### src/hw/rtl/psg_pkg.sv
// ----------------------------------------------------------------------------
// psg_pkg
// Shared types and constants of the three-channel sound generator.
// ----------------------------------------------------------------------------
package psg_pkg;

  // channel count
  localparam int unsigned NUM_CH_MAX       = 3;
  localparam int unsigned NUM_CHANNELS_DEF = 3;

  // field widths
  localparam int unsigned DATA_W      = 8;
  localparam int unsigned LEVEL_W     = 4;
  localparam int unsigned TONE_W      = 12;
  localparam int unsigned NOISE_PER_W = 5;
  localparam int unsigned NOISE_CNT_W = NOISE_PER_W + 1;
  localparam int unsigned LFSR_W      = 16;
  localparam int unsigned ENV_PER_W   = 16;
  localparam int unsigned ENV_CNT_W   = ENV_PER_W + 1;

  // envelope levels
  localparam logic [LEVEL_W-1:0] ENV_MAX = 4'hF;
  localparam logic [LEVEL_W-1:0] ENV_MIN = 4'h0;

  // value returned for an unimplemented register
  localparam logic [DATA_W-1:0] READ_NONE = 8'hFF;

  // amplitude register: envelope select bit
  localparam int unsigned AMP_ENV_BIT = 4;

  // envelope shape bits
  localparam int unsigned SHAPE_HOLD   = 0;
  localparam int unsigned SHAPE_ALT    = 1;
  localparam int unsigned SHAPE_ATTACK = 2;
  localparam int unsigned SHAPE_CONT   = 3;

  // request kinds
  typedef enum logic [1:0] {
    KIND_TICK  = 2'd0,
    KIND_LATCH = 2'd1,
    KIND_WRITE = 2'd2,
    KIND_READ  = 2'd3
  } psg_kind_e;

  // register addresses
  localparam logic [DATA_W-1:0] REG_TONE_A_LO = 8'd0;
  localparam logic [DATA_W-1:0] REG_TONE_A_HI = 8'd1;
  localparam logic [DATA_W-1:0] REG_TONE_B_LO = 8'd2;
  localparam logic [DATA_W-1:0] REG_TONE_B_HI = 8'd3;
  localparam logic [DATA_W-1:0] REG_TONE_C_LO = 8'd4;
  localparam logic [DATA_W-1:0] REG_TONE_C_HI = 8'd5;
  localparam logic [DATA_W-1:0] REG_NOISE     = 8'd6;
  localparam logic [DATA_W-1:0] REG_MIXER     = 8'd7;
  localparam logic [DATA_W-1:0] REG_AMP_A     = 8'd8;
  localparam logic [DATA_W-1:0] REG_AMP_B     = 8'd9;
  localparam logic [DATA_W-1:0] REG_AMP_C     = 8'd10;
  localparam logic [DATA_W-1:0] REG_ENV_LO    = 8'd11;
  localparam logic [DATA_W-1:0] REG_ENV_HI    = 8'd12;
  localparam logic [DATA_W-1:0] REG_ENV_SHAPE = 8'd13;

  // per-request control strobes
  typedef struct packed {
    logic              tick;
    logic              latch_wr;
    logic              data_wr;
    logic              shape_wr;
    logic [DATA_W-1:0] data;
  } psg_ctrl_t;

  // register file contents seen by the generators
  typedef struct packed {
    logic [DATA_W-1:0]                    addr;
    logic [NUM_CH_MAX-1:0][ENV_PER_W-1:0] tone_div;
    logic [DATA_W-1:0]                    noise_div;
    logic [DATA_W-1:0]                    mixer;
    logic [NUM_CH_MAX-1:0][DATA_W-1:0]    amp;
    logic [ENV_PER_W-1:0]                 env_period;
  } psg_regs_t;

endpackage

### src/hw/rtl/psg_regs.sv
// ----------------------------------------------------------------------------
// psg_regs
// Address latch, byte-wide register file and read-back multiplexer.
// ----------------------------------------------------------------------------
module psg_regs (
  input  logic                       clk_i,
  input  logic                       rst_ni,
  input  psg_pkg::psg_ctrl_t         ctrl_i,
  input  logic [psg_pkg::DATA_W-1:0] env_shape_i,
  output psg_pkg::psg_regs_t         regs_o,
  output logic [psg_pkg::DATA_W-1:0] read_data_o
);

  psg_pkg::psg_regs_t regs_d, regs_q;

  // latch and data writes
  always_comb begin
    regs_d = regs_q;
    if (ctrl_i.latch_wr) begin
      regs_d.addr = ctrl_i.data;
    end else if (ctrl_i.data_wr) begin
      unique case (regs_q.addr)
        psg_pkg::REG_TONE_A_LO: regs_d.tone_div[0][7:0]  = ctrl_i.data;
        psg_pkg::REG_TONE_A_HI: regs_d.tone_div[0][15:8] = ctrl_i.data;
        psg_pkg::REG_TONE_B_LO: regs_d.tone_div[1][7:0]  = ctrl_i.data;
        psg_pkg::REG_TONE_B_HI: regs_d.tone_div[1][15:8] = ctrl_i.data;
        psg_pkg::REG_TONE_C_LO: regs_d.tone_div[2][7:0]  = ctrl_i.data;
        psg_pkg::REG_TONE_C_HI: regs_d.tone_div[2][15:8] = ctrl_i.data;
        psg_pkg::REG_NOISE:     regs_d.noise_div         = ctrl_i.data;
        psg_pkg::REG_MIXER:     regs_d.mixer             = ctrl_i.data;
        psg_pkg::REG_AMP_A:     regs_d.amp[0]            = ctrl_i.data;
        psg_pkg::REG_AMP_B:     regs_d.amp[1]            = ctrl_i.data;
        psg_pkg::REG_AMP_C:     regs_d.amp[2]            = ctrl_i.data;
        psg_pkg::REG_ENV_LO:    regs_d.env_period[7:0]   = ctrl_i.data;
        psg_pkg::REG_ENV_HI:    regs_d.env_period[15:8]  = ctrl_i.data;
        default: ;  // shape lives in the envelope unit, others unimplemented
      endcase
    end
  end

  always_ff @(posedge clk_i or negedge rst_ni) begin
    if (!rst_ni) begin
      regs_q <= '0;
    end else begin
      regs_q <= regs_d;
    end
  end

  // read-back of the latched register
  always_comb begin
    unique case (regs_q.addr)
      psg_pkg::REG_TONE_A_LO: read_data_o = regs_q.tone_div[0][7:0];
      psg_pkg::REG_TONE_A_HI: read_data_o = regs_q.tone_div[0][15:8];
      psg_pkg::REG_TONE_B_LO: read_data_o = regs_q.tone_div[1][7:0];
      psg_pkg::REG_TONE_B_HI: read_data_o = regs_q.tone_div[1][15:8];
      psg_pkg::REG_TONE_C_LO: read_data_o = regs_q.tone_div[2][7:0];
      psg_pkg::REG_TONE_C_HI: read_data_o = regs_q.tone_div[2][15:8];
      psg_pkg::REG_NOISE:     read_data_o = regs_q.noise_div;
      psg_pkg::REG_MIXER:     read_data_o = regs_q.mixer;
      psg_pkg::REG_AMP_A:     read_data_o = regs_q.amp[0];
      psg_pkg::REG_AMP_B:     read_data_o = regs_q.amp[1];
      psg_pkg::REG_AMP_C:     read_data_o = regs_q.amp[2];
      psg_pkg::REG_ENV_LO:    read_data_o = regs_q.env_period[7:0];
      psg_pkg::REG_ENV_HI:    read_data_o = regs_q.env_period[15:8];
      psg_pkg::REG_ENV_SHAPE: read_data_o = env_shape_i;
      default:                read_data_o = psg_pkg::READ_NONE;
    endcase
  end

  assign regs_o = regs_q;

endmodule

### src/hw/rtl/psg_tone.sv
// ----------------------------------------------------------------------------
// psg_tone
// One tone channel: 12-bit period counter and square-wave output bit.
// ----------------------------------------------------------------------------
module psg_tone (
  input  logic                          clk_i,
  input  logic                          rst_ni,
  input  logic                          tick_i,
  input  logic [psg_pkg::ENV_PER_W-1:0] period_i,
  output logic                          tone_bit_o
);

  logic [psg_pkg::TONE_W-1:0] cnt_d, cnt_q;
  logic [psg_pkg::TONE_W:0]   cnt_inc;
  logic                       fire;
  logic                       bit_d, bit_q;

  // count up, wrap at the period and toggle the output
  always_comb begin
    cnt_inc = {1'b0, cnt_q} + 1'b1;
    fire    = cnt_inc >= {1'b0, period_i[psg_pkg::TONE_W-1:0]};
    cnt_d   = cnt_q;
    bit_d   = bit_q;
    if (tick_i) begin
      cnt_d = fire ? '0 : cnt_inc[psg_pkg::TONE_W-1:0];
      bit_d = fire ? ~bit_q : bit_q;
    end
  end

  always_ff @(posedge clk_i or negedge rst_ni) begin
    if (!rst_ni) begin
      cnt_q <= '0;
      bit_q <= 1'b0;
    end else begin
      cnt_q <= cnt_d;
      bit_q <= bit_d;
    end
  end

  assign tone_bit_o = bit_d;

endmodule

### src/hw/rtl/psg_noise.sv
// ----------------------------------------------------------------------------
// psg_noise
// Noise period counter and 16-bit shift register noise source.
// ----------------------------------------------------------------------------
module psg_noise (
  input  logic                       clk_i,
  input  logic                       rst_ni,
  input  logic                       tick_i,
  input  logic [psg_pkg::DATA_W-1:0] period_i,
  output logic                       noise_bit_o
);

  logic [psg_pkg::NOISE_CNT_W-1:0] cnt_d, cnt_q;
  logic [psg_pkg::NOISE_CNT_W:0]   cnt_inc;
  logic [psg_pkg::NOISE_CNT_W-1:0] limit;
  logic                            fire;
  logic [psg_pkg::LFSR_W-1:0]      shift_d, shift_q;
  logic                            bit_d, bit_q;

  // counter limit is twice the 5-bit period
  assign limit = {period_i[psg_pkg::NOISE_PER_W-1:0], 1'b0};

  // step the shift register on each counter wrap
  always_comb begin
    cnt_inc = {1'b0, cnt_q} + 1'b1;
    fire    = cnt_inc >= {1'b0, limit};
    cnt_d   = cnt_q;
    shift_d = shift_q;
    bit_d   = bit_q;
    if (tick_i) begin
      cnt_d = fire ? '0 : cnt_inc[psg_pkg::NOISE_CNT_W-1:0];
      if (fire) begin
        shift_d = {shift_q[psg_pkg::LFSR_W-2:0], ~(bit_q ^ shift_q[13])};
        bit_d   = shift_q[psg_pkg::LFSR_W-1];
      end
    end
  end

  always_ff @(posedge clk_i or negedge rst_ni) begin
    if (!rst_ni) begin
      cnt_q   <= '0;
      shift_q <= '0;
      bit_q   <= 1'b0;
    end else begin
      cnt_q   <= cnt_d;
      shift_q <= shift_d;
      bit_q   <= bit_d;
    end
  end

  assign noise_bit_o = bit_d;

endmodule

### src/hw/rtl/psg_env.sv
// ----------------------------------------------------------------------------
// psg_env
// Envelope generator: 17-bit period counter, level ramp and shape register.
// ----------------------------------------------------------------------------
module psg_env (
  input  logic                           clk_i,
  input  logic                           rst_ni,
  input  psg_pkg::psg_ctrl_t             ctrl_i,
  input  logic [psg_pkg::ENV_PER_W-1:0]  period_i,
  output logic [psg_pkg::LEVEL_W-1:0]    level_o,
  output logic [psg_pkg::DATA_W-1:0]     shape_o
);

  logic [psg_pkg::ENV_CNT_W-1:0] cnt_d, cnt_q;
  logic [psg_pkg::ENV_CNT_W:0]   cnt_inc;
  logic                          fire;
  logic [psg_pkg::LEVEL_W-1:0]   level_d, level_q;
  logic [psg_pkg::LEVEL_W-1:0]   end_level;
  logic                          hold_d, hold_q;
  logic [psg_pkg::DATA_W-1:0]    shape_d, shape_q;

  assign cnt_inc   = {1'b0, cnt_q} + 1'b1;
  assign fire      = cnt_inc >= {1'b0, period_i, 1'b0};
  assign end_level = shape_q[psg_pkg::SHAPE_ATTACK] ? psg_pkg::ENV_MAX : psg_pkg::ENV_MIN;

  // shape write restarts, tick ramps the level and applies the end rules
  always_comb begin
    cnt_d   = cnt_q;
    level_d = level_q;
    hold_d  = hold_q;
    shape_d = shape_q;
    if (ctrl_i.shape_wr) begin
      shape_d = ctrl_i.data;
      hold_d  = 1'b0;
      level_d = ctrl_i.data[psg_pkg::SHAPE_ATTACK] ? psg_pkg::ENV_MIN : psg_pkg::ENV_MAX;
    end else if (ctrl_i.tick) begin
      cnt_d = fire ? '0 : cnt_inc[psg_pkg::ENV_CNT_W-1:0];
      if (fire && !hold_q) begin
        if (level_q != end_level) begin
          level_d = shape_q[psg_pkg::SHAPE_ATTACK] ? level_q + 1'b1 : level_q - 1'b1;
        end else begin
          hold_d = 1'b1;
          priority if (!shape_q[psg_pkg::SHAPE_CONT]) begin
            level_d = psg_pkg::ENV_MIN;
          end else if (shape_q[psg_pkg::SHAPE_HOLD]) begin
            if (shape_q[psg_pkg::SHAPE_ALT]) begin
              level_d = ~level_q;
            end
          end else begin
            // repeating shapes: restart ramp, alternate turns direction
            if (!shape_q[psg_pkg::SHAPE_ALT]) begin
              level_d = ~level_q;
            end else begin
              shape_d[psg_pkg::SHAPE_ATTACK] = ~shape_q[psg_pkg::SHAPE_ATTACK];
            end
            hold_d = 1'b0;
          end
        end
      end
    end
  end

  always_ff @(posedge clk_i or negedge rst_ni) begin
    if (!rst_ni) begin
      cnt_q   <= '0;
      level_q <= '0;
      hold_q  <= 1'b0;
      shape_q <= '0;
    end else begin
      cnt_q   <= cnt_d;
      level_q <= level_d;
      hold_q  <= hold_d;
      shape_q <= shape_d;
    end
  end

  assign level_o = level_d;
  assign shape_o = shape_q;

endmodule

### src/hw/rtl/psg_tone_noise_envelope.sv
// ----------------------------------------------------------------------------
// psg_tone_noise_envelope
// Three-channel tone, noise and envelope sound generator, top level.
// ----------------------------------------------------------------------------
// Each request is a tick, an address latch write, a data write or a data
// read. One request is taken per clock while in_stall_o is low; a request
// sits in an input register, from which the register file, tone, noise and
// envelope units update as it moves on, and the result of a tick or read
// lands in an output register, from which it is valid on the output and can
// be taken when the output is not stalled.
// Writes and latch writes give no result. The output register lets the next
// request go through while an earlier result waits; in_stall_o rises only
// when the input register holds a tick or read and the output register is
// full and stalled. Channels at or above NUM_CHANNELS are not built and
// always give level 0.
module psg_tone_noise_envelope #(
  parameter int unsigned NUM_CHANNELS = psg_pkg::NUM_CHANNELS_DEF
) (
  input  logic                        clk_i,
  input  logic                        rst_ni,
  input  logic                        in_valid_i,
  output logic                        in_stall_o,
  input  logic [1:0]                  kind_i,
  input  logic [psg_pkg::DATA_W-1:0]  bus_data_i,
  output logic                        out_valid_o,
  input  logic                        out_stall_i,
  output logic [psg_pkg::LEVEL_W-1:0] level_a_o,
  output logic [psg_pkg::LEVEL_W-1:0] level_b_o,
  output logic [psg_pkg::LEVEL_W-1:0] level_c_o,
  output logic [psg_pkg::DATA_W-1:0]  read_data_o,
  output logic                        is_read_o
);

  localparam int unsigned NCH = psg_pkg::NUM_CH_MAX;

  // input register
  logic                      in_vld_q;
  psg_pkg::psg_kind_e        kind_q;
  logic [psg_pkg::DATA_W-1:0] data_q;
  logic                      in_accept;
  logic                      has_result;
  logic                      advance;

  // output register
  logic                                 out_vld_d, out_vld_q;
  logic                                 out_load;
  logic [NCH-1:0][psg_pkg::LEVEL_W-1:0] lvl_d, lvl_q;
  logic [psg_pkg::DATA_W-1:0]           rdata_d, rdata_q;
  logic                                 is_read_d, is_read_q;

  // unit connections
  psg_pkg::psg_ctrl_t          ctrl;
  psg_pkg::psg_regs_t          regs;
  logic [psg_pkg::DATA_W-1:0]  env_shape;
  logic [psg_pkg::DATA_W-1:0]  reg_rdata;
  logic [psg_pkg::LEVEL_W-1:0] env_level;
  logic [NCH-1:0]              tone_bit;
  logic                        noise_bit;
  logic                        kind_tick, kind_read;

  // request moves on unless it owes a result and the output is blocked
  assign kind_tick  = kind_q == psg_pkg::KIND_TICK;
  assign kind_read  = kind_q == psg_pkg::KIND_READ;
  assign has_result = kind_tick || kind_read;
  assign advance    = in_vld_q && (!has_result || !out_vld_q || !out_stall_i);
  assign in_stall_o = in_vld_q && !advance;
  assign in_accept  = in_valid_i && !in_stall_o;

  always_ff @(posedge clk_i or negedge rst_ni) begin
    if (!rst_ni) begin
      in_vld_q <= 1'b0;
    end else if (in_accept) begin
      in_vld_q <= 1'b1;
    end else if (advance) begin
      in_vld_q <= 1'b0;
    end
  end

  always_ff @(posedge clk_i) begin
    if (in_accept) begin
      kind_q <= psg_pkg::psg_kind_e'(kind_i);
      data_q <= bus_data_i;
    end
  end

  // strobes for the units
  always_comb begin
    ctrl.tick     = advance && kind_tick;
    ctrl.latch_wr = advance && (kind_q == psg_pkg::KIND_LATCH);
    ctrl.data_wr  = advance && (kind_q == psg_pkg::KIND_WRITE);
    ctrl.shape_wr = ctrl.data_wr && (regs.addr == psg_pkg::REG_ENV_SHAPE);
    ctrl.data     = data_q;
  end

  psg_regs u_regs (
    .clk_i       (clk_i),
    .rst_ni      (rst_ni),
    .ctrl_i      (ctrl),
    .env_shape_i (env_shape),
    .regs_o      (regs),
    .read_data_o (reg_rdata)
  );

  psg_noise u_noise (
    .clk_i       (clk_i),
    .rst_ni      (rst_ni),
    .tick_i      (ctrl.tick),
    .period_i    (regs.noise_div),
    .noise_bit_o (noise_bit)
  );

  psg_env u_env (
    .clk_i    (clk_i),
    .rst_ni   (rst_ni),
    .ctrl_i   (ctrl),
    .period_i (regs.env_period),
    .level_o  (env_level),
    .shape_o  (env_shape)
  );

  // tone channels and mixer
  for (genvar c = 0; c < NCH; c++) begin : g_ch
    if (c < NUM_CHANNELS) begin : g_on
      logic                        sig;
      logic [psg_pkg::LEVEL_W-1:0] amp;

      psg_tone u_tone (
        .clk_i      (clk_i),
        .rst_ni     (rst_ni),
        .tick_i     (ctrl.tick),
        .period_i   (regs.tone_div[c]),
        .tone_bit_o (tone_bit[c])
      );

      assign sig = (regs.mixer[c] | tone_bit[c]) & (regs.mixer[c+NCH] | noise_bit);
      assign amp = regs.amp[c][psg_pkg::AMP_ENV_BIT] ? env_level
                                                     : regs.amp[c][psg_pkg::LEVEL_W-1:0];
      assign lvl_d[c] = (sig && kind_tick) ? amp : '0;
    end else begin : g_off
      assign tone_bit[c] = 1'b0;
      assign lvl_d[c]    = tone_bit[c] ? env_level : '0;
    end
  end

  // result payload
  assign rdata_d   = kind_read ? reg_rdata : '0;
  assign is_read_d = kind_read;
  assign out_load  = advance && has_result;
  assign out_vld_d = out_load || (out_vld_q && out_stall_i);

  always_ff @(posedge clk_i or negedge rst_ni) begin
    if (!rst_ni) begin
      out_vld_q <= 1'b0;
    end else begin
      out_vld_q <= out_vld_d;
    end
  end

  always_ff @(posedge clk_i) begin
    if (out_load) begin
      lvl_q     <= lvl_d;
      rdata_q   <= rdata_d;
      is_read_q <= is_read_d;
    end
  end

  assign out_valid_o = out_vld_q;
  assign level_a_o   = lvl_q[0];
  assign level_b_o   = lvl_q[1];
  assign level_c_o   = lvl_q[2];
  assign read_data_o = rdata_q;
  assign is_read_o   = is_read_q;

endmodule
### config.mk
export PLATFORM = sky130hd
export DESIGN_NAME = psg_tone_noise_envelope
export DESIGN_NICKNAME = d
export VERILOG_FILES = /design/src/hw/rtl/psg_pkg.sv /design/src/hw/rtl/psg_regs.sv /design/src/hw/rtl/psg_tone.sv /design/src/hw/rtl/psg_noise.sv /design/src/hw/rtl/psg_env.sv /design/src/hw/rtl/psg_tone_noise_envelope.sv
export SDC_FILE = /design/constraint.sdc
export NUM_CORES = 1
export LEC_CHECK = 0
export BUFFER_PORTS_ARGS = -buffer_cell sky130_fd_sc_hd__buf_2
export CAP_MARGIN = 20
export CORE_MARGIN = 5
export CORE_UTILIZATION = 61
export CTS_BUF_LIST = sky130_fd_sc_hd__clkbuf_8
export DETAILED_ROUTE_END_ITERATION = 6
export PLACE_DENSITY = 0.76
export SYNTH_ARGS = -nofsm -noshare
export SYNTH_HDL_FRONTEND = slang
export SYNTH_SLANG_ARGS = --single-unit
### constraint.sdc
create_clock -name clk_i -period 4.7 [get_ports clk_i]
set_input_delay 0.705 -clock clk_i [delete_from_list [all_inputs] [get_ports clk_i]]
set_output_delay 0.705 -clock clk_i [all_outputs]
set_load 0.02 [all_outputs]
Word-level counts from Yosys, hierarchy flattened
Index checks and enable logic that the tools add are counted.
{"block": "totals", "regBits": 237, "in_bits": 14, "elab_cells": 176}
{"block": "op_classes", "reduce_logical": 47, "n_addsub": 7, "n_bitwise": 18, "muxes": 43, "n_eq_ne": 19, "order_cmp": 5}
{"op": "8-bit case mux with 14 select lines", "count": 1}
{"op": "4-bit 2-to-1 mux", "count": 14}
{"op": "8-bit by 4-bit == test with 1-bit output (second input constant)", "count": 6}
{"op": "3-bit AND reduction", "count": 14}
{"op": "12-bit by 1-bit adder with 13-bit output (second input constant)", "count": 3}
{"op": "13-bit by 12-bit greater-or-equal comparator with 1-bit output", "count": 3}
{"op": "12-bit 2-to-1 mux", "count": 3}
{"op": "8-bit by 3-bit == test with 1-bit output (second input constant)", "count": 4}
{"op": "1-bit 2-to-1 mux", "count": 23}
{"op": "17-bit by 1-bit adder with 18-bit output (second input constant)", "count": 1}
{"op": "18-bit by 17-bit greater-or-equal comparator with 1-bit output", "count": 1}
{"op": "17-bit 2-to-1 mux", "count": 1}
{"op": "8-bit by 2-bit == test with 1-bit output (second input constant)", "count": 2}
{"op": "1-bit logical AND", "count": 13}
{"op": "2-bit nonzero test", "count": 5}
{"op": "8-bit by 1-bit == test with 1-bit output (second input constant)", "count": 1}
{"op": "8-bit logical NOT", "count": 1}
{"op": "6-bit by 1-bit adder with 7-bit output (second input constant)", "count": 1}
{"op": "7-bit by 6-bit greater-or-equal comparator with 1-bit output", "count": 1}
{"op": "1-bit inverter", "count": 7}
{"op": "1-bit logical NOT", "count": 6}
{"op": "6-bit 2-to-1 mux", "count": 1}
{"op": "1-bit bitwise OR", "count": 6}
{"op": "6-bit AND reduction", "count": 1}
{"op": "other kinds (12)", "count": 20}

Longest topological paths before layout
{"block": "depth", "ltp_word": 11, "mapped_depth": 16}

By module
From an unflattened synthesis, not the netlist that was laid out.
{"block": "unflattened", "hier_cells": 1218, "area_unflattened_um2": 13664.4}
{"module": "psg_regs", "seq_area_each_um2": 2802.7, "cells_each": 402, "area_each_um2": 5333.9, "instances": 1}
{"module": "psg_tone (g_ch[0].g_on.u_tone ...)", "seq_area_each_um2": 325.3, "cells_each": 138, "area_each_um2": 1244.9, "instances": 2}
{"module": "psg_env", "seq_area_each_um2": 750.7, "cells_each": 242, "area_each_um2": 2174.6, "instances": 1}
{"module": "psg_tone_noise_envelope", "seq_area_each_um2": 980.9, "cells_each": 93, "area_each_um2": 1408.9, "instances": 1}
{"module": "psg_noise", "seq_area_each_um2": 575.6, "cells_each": 90, "area_each_um2": 1183.6, "instances": 1}
{"module": "psg_tone (g_ch[2].g_on.u_tone)", "seq_area_each_um2": 325.3, "cells_each": 115, "area_each_um2": 1073.5, "instances": 1}

Worst setup path after synthesis
No wires, ideal clock.
{"block": "synth_timing", "path_kind": "register to register", "from": "register g_ch[1].g_on.u_tone.cnt_q[0] (netlist name)", "to": "register lvl_q (netlist bit level_b_o[0]) (data pin)", "stages_incl_launch_ff": 13, "required_time_ns": 4.526, "setup_time_ns": 0.174, "slack_ns": 1.378, "t_arrival_ns": 3.147, "n_path_buf": 0, "path_cell_list": "dfrtp_1 -> ha_1 -> and4_1 -> nand3_1 -> xnor2_1 -> ha_1 -> a2111oi_2 -> o21ai_1 -> a2111oi_2 -> o31a_2 -> nor4b_1 -> or4_4 -> a311oi_1"}
{"block": "synth_via", "elab_chain_cells": 7}
{"element": "start: declaration", "line": "psg_tone.sv:13", "text": "logic [psg_pkg::TONE_W-1:0] cnt_d, cnt_q;"}
{"element": "start signal: assignment", "line": "psg_tone.sv:35", "text": "cnt_q <= cnt_d;"}
{"element": "12-bit by 1-bit adder with 13-bit output", "line": "psg_tone.sv:20", "text": "cnt_inc = {1'b0, cnt_q} + 1'b1;"}
{"element": "13-bit by 12-bit greater-or-equal comparator with 1-bit output", "line": "psg_tone.sv:21", "text": "fire = cnt_inc >= {1'b0, period_i[psg_pkg::TONE_W-1:0]};"}
{"element": "1-bit 2-to-1 mux", "line": "psg_tone.sv:26", "text": "bit_d = fire ? ~bit_q : bit_q;"}
{"element": "1-bit 2-to-1 mux", "line": "psg_tone.sv:24", "text": "if (tick_i) begin"}
{"element": "1-bit bitwise OR", "line": "psg_tone_noise_envelope.sv:135", "text": "assign sig = (regs.mixer[c] | tone_bit[c]) & (regs.mixer[c+NCH] | noise_bit);"}
{"element": "1-bit bitwise AND", "line": "psg_tone_noise_envelope.sv:135"}
{"element": "1-bit logical AND", "line": "psg_tone_noise_envelope.sv:138", "text": "assign lvl_d[c] = (sig && kind_tick) ? amp : '0;"}
{"element": "end signal: assignment", "line": "psg_tone_noise_envelope.sv:161", "text": "lvl_q <= lvl_d;"}
{"element": "end: declaration", "line": "psg_tone_noise_envelope.sv:47", "text": "logic [NCH-1:0][psg_pkg::LEVEL_W-1:0] lvl_d, lvl_q;"}
No other way between the ends.
A chain may end at the register's enable or synchronous reset.

Final worst setup path
{"block": "layout_timing", "from": "register g_ch[1].g_on.u_tone.cnt_q[0] (netlist name)", "to": "register lvl_q (netlist bit level_b_o[1]) (data pin)"}
The elaborated chain is that of the path after synthesis.

==> impl_results.md <==
- Status: completed
- Hold buffers post-CTS: 0
- Worst r2r path cells: 12
- # diodes: 0
- Critical Path Start Type: flip-flop
- Area contributors post-synth: dfrtp_1 (40%), mux2_2 (8.8%), edfxtp_1 (7.3%)
- Reg2reg end: level_b_o[1]
- Leak pwr: around 0.0066 uW
- H-tree depth: 2
- EDFF count, synth: 31
- Reg clk slew, reported paths: roughly 0.060 ns
- Initial antenna violation count: 0
- Die W: between 150 and 200 um
- Slew Viols, Final: 0
- Resized cells post-CTS: 0
- Post-DR vias/cell: about 6.2
- Chip Height: roughly 150 um
- DR WL/cell: between 20 and 25 um
- Final Cycle Share: 0.850
- Top Usage Layer GRT: met2
- Syn_area_per_cell: 10.3 um2
- DR iter-0 viols: roughly 1000
- Cell count after synthesis: around 1200
- Final net count: roughly 1400
- Starting Density: 0.615
- Row count: 53
- Routed via count: between 9000 and 10000
- Die Footprint: ~24000 um2
- Arrival @ worst endpoint: between 4 and 5 ns
- Clock buffer depth: 3
- CTS tree: done
- Slew headroom: 0.358
- CTS buffer count: 40
- Commonest non-fill, non-tap cell in the layout: dfrtp_1
- Drt pass-1 iters: 5
- Most frequent cells in the layout: dfrtp_1 (206), nand2_1 (166), mux2_2 (100)
- Root buf cell: clkbuf_8
- Global-route wire length before repair: 52800 um
- Worst vdd ir: 321 uV
- Worst-Margin Slew: about 0.96 ns
- Fin crit period: 4.00 ns
- Required @ worst endpoint: around 5.1 ns
- Grt met2 use: 0.431
- FILL cells: between 1500 and 2000
- Post-DP HPWL: between 20000 and 25000 um
- Register area share after synthesis: 0.475
- Syn nets: about 1300
- MaxCap Viol Count: 0
- HP Class: in -> async
- Utilization after layout: 0.678
- Num ports: 37
- Setup TNS: 0 ns
- Routability cong.: between 0.9 and 1
- CP max FO: 15
- Unrepaired setup endpoints after global routing: false
- Final Skew: between 0.02 and 0.025 ns
- Final Hold Fails: 0
- Pwr dens: between 300 and 400 nW/um2
- Grt total ovfl: 0
- GR Layer Usage met1: 0.383
- Clock sink count: 237
- Synth Flop Type: dfrtp_1
- CP Capture Type: flip-flop
- Fraction of layout cells with a size suffix above 1: 0.186
- Post-detailed-route count of antenna-violating nets: 0
- Met3 Use GR: 0.0540
- Synthesized flop and latch total: between 200 and 250
- Post-CTS setup buffers: 0
- Yosys warns: 0
- Vias in the first global route: approximately 9900
- # DRC: 0
- Tot GR Track Use: 0.275
- Setup violators final: 0
- Final wirelength: ~32000 um
- CORE AREA: between 20000 and 25000 um2
- Largest net degree at the start of global routing: 94
- Clk_lat worst skew: around 0.54 ns
- R2r setup slk: ~0.70 ns
- Area share of the largest cell type after synthesis: 0.403
- Async set-or-reset flop fraction in the synthesized netlist: 0.869
- Worst flop-to-flop path startpoint: g_ch[1].g_on.u_tone.cnt_q[0]
- Max Freq: between 200 and 300 MHz
- IO buf count: 36
- Synth cell types: 74
- Syn-to-layout area delta: 10.3%
- Synth Cell Area: around 13000 um2
- Crit path kind: reg -> reg
- Synth area leader: dfrtp_1
-- flip-flops by register name (all words and copies together), names as in the netlist --
register / flops
data_q: 8
g_ch.g_on.u_tone.bit_q: 3
g_ch.g_on.u_tone.cnt_q: 36
in_vld_q: 1
is_read_o: 1
kind_q: 2
level_a_o: 4
level_b_o: 4
level_c_o: 4
out_valid_o: 1
read_data_o: 8
u_env.cnt_q: 17
u_env.hold_q: 1
u_env.level_q: 4
u_env.shape_o: 8
u_noise.bit_q: 1
u_noise.cnt_q: 6
u_noise.shift_q: 16
u_regs.regs_o: 112
-- cells in the mapped netlist, drive strengths merged (8+ instances only) --
cell type	instances
a21oi	29
a221oi	8
a222oi	8
a22o	16
a22oi	24
a311oi	12
and2	14
and3	17
buf	13
clkbuf	38
dfrtp	206
edfxtp	31
ha	68
inv	75
mux2	101
nand2	168
nand2b	15
nand3	62
nand4	24
nor2	60
nor2b	10
nor3	15
o21a	9
o21ai	81
xnor2	32
xor2	26
-- metal layers --
layer	vias up	wire length [um]
met1	4853	13800
li1	4551	-
met4	0	1190
met2	395	14800
met3	92	2440
met5	-	0
-- worst max-delay path by stage --
stage / startpoint / end / cells after the start
finish: g_ch[1].g_on.u_tone.cnt_q[0] / level_b_o[1] / 12
global route: u_env.cnt_q[0] / u_env.cnt_q[0] / 15
CTS: g_ch[1].g_on.u_tone.cnt_q[0] / level_b_o[1] / 12
detailed placement: g_ch[1].g_on.u_tone.cnt_q[0] / level_b_o[1] / 12
global placement: g_ch[1].g_on.u_tone.cnt_q[0] / level_b_o[0] / 12
floorplan: g_ch[1].g_on.u_tone.cnt_q[0] / level_b_o[0] / 12
-- power breakdown --
part	switching [uW]	total (uW)	internal (uW)
clock	842	1970	1130
sequential	263	2550	2290
combinational	518	882	364
-- cells by family (layout without fill, tap and decap cells) --
| family | count (synthesis) | in the layout | share of synthesized area |
|---|---|---|---|
| simple gates | 411 | 411 | 0.159 |
| flops | 237 | 237 | 0.475 |
| compound gates | 235 | 235 | 0.127 |
| buf+inv | 126 | 197 | 0.0383 |
| mux | 107 | 107 | 0.0938 |
| fa+ha+maj | 69 | 69 | 0.0680 |
| xor+xnor | 58 | 58 | 0.0397 |
-- area by class of cell --
class                           count  area, um2  area share
Clock buffer                       50        688      0.0487
Clock inverter                     23        180      0.0128
Inverter                           75        282      0.0199
Multi-Input combinational cell    880       6240       0.442
Sequential cell                   237       6090       0.431
Tap cell                          275        344      0.0244
Timing Repair Buffer               49        307      0.0217
-- worst max-delay path: stages (launching register included) --
cell and delay, ns:
dfrtp_1 0.42, ha_1 0.29, and4_1 0.33, nand3_1 0.13
xnor2_1 0.17, ha_1 0.22, a2111oi_2 0.35, o21ai_1 0.17
a2111oi_2 0.37, o31a_2 0.38, nor4b_1 0.11, or4_4 0.58
a311oi_1 0.30
-- per-stage QoR --
step / instance area (um2) / total power (uW) / hold slack [ns] / std cells / setup slack (ns)
after floorplan: 12800 / 3140 / 0.409 / 1243 / 1.38
after global placement: 13200 / 3410 / 0.460 / 1515 / 0.997
after detailed placement: 13300 / 3450 / 0.472 / 1516 / 0.754
after CTS: 14100 / 5430 / 0.263 / 1589 / 0.723
after global routing: 14100 / 5680 / 0.298 / 1589 / 0.364
final: 14100 / 5400 / 0.229 / 1589 / 0.704
Note: power is estimated with default switching activity, not from simulation.
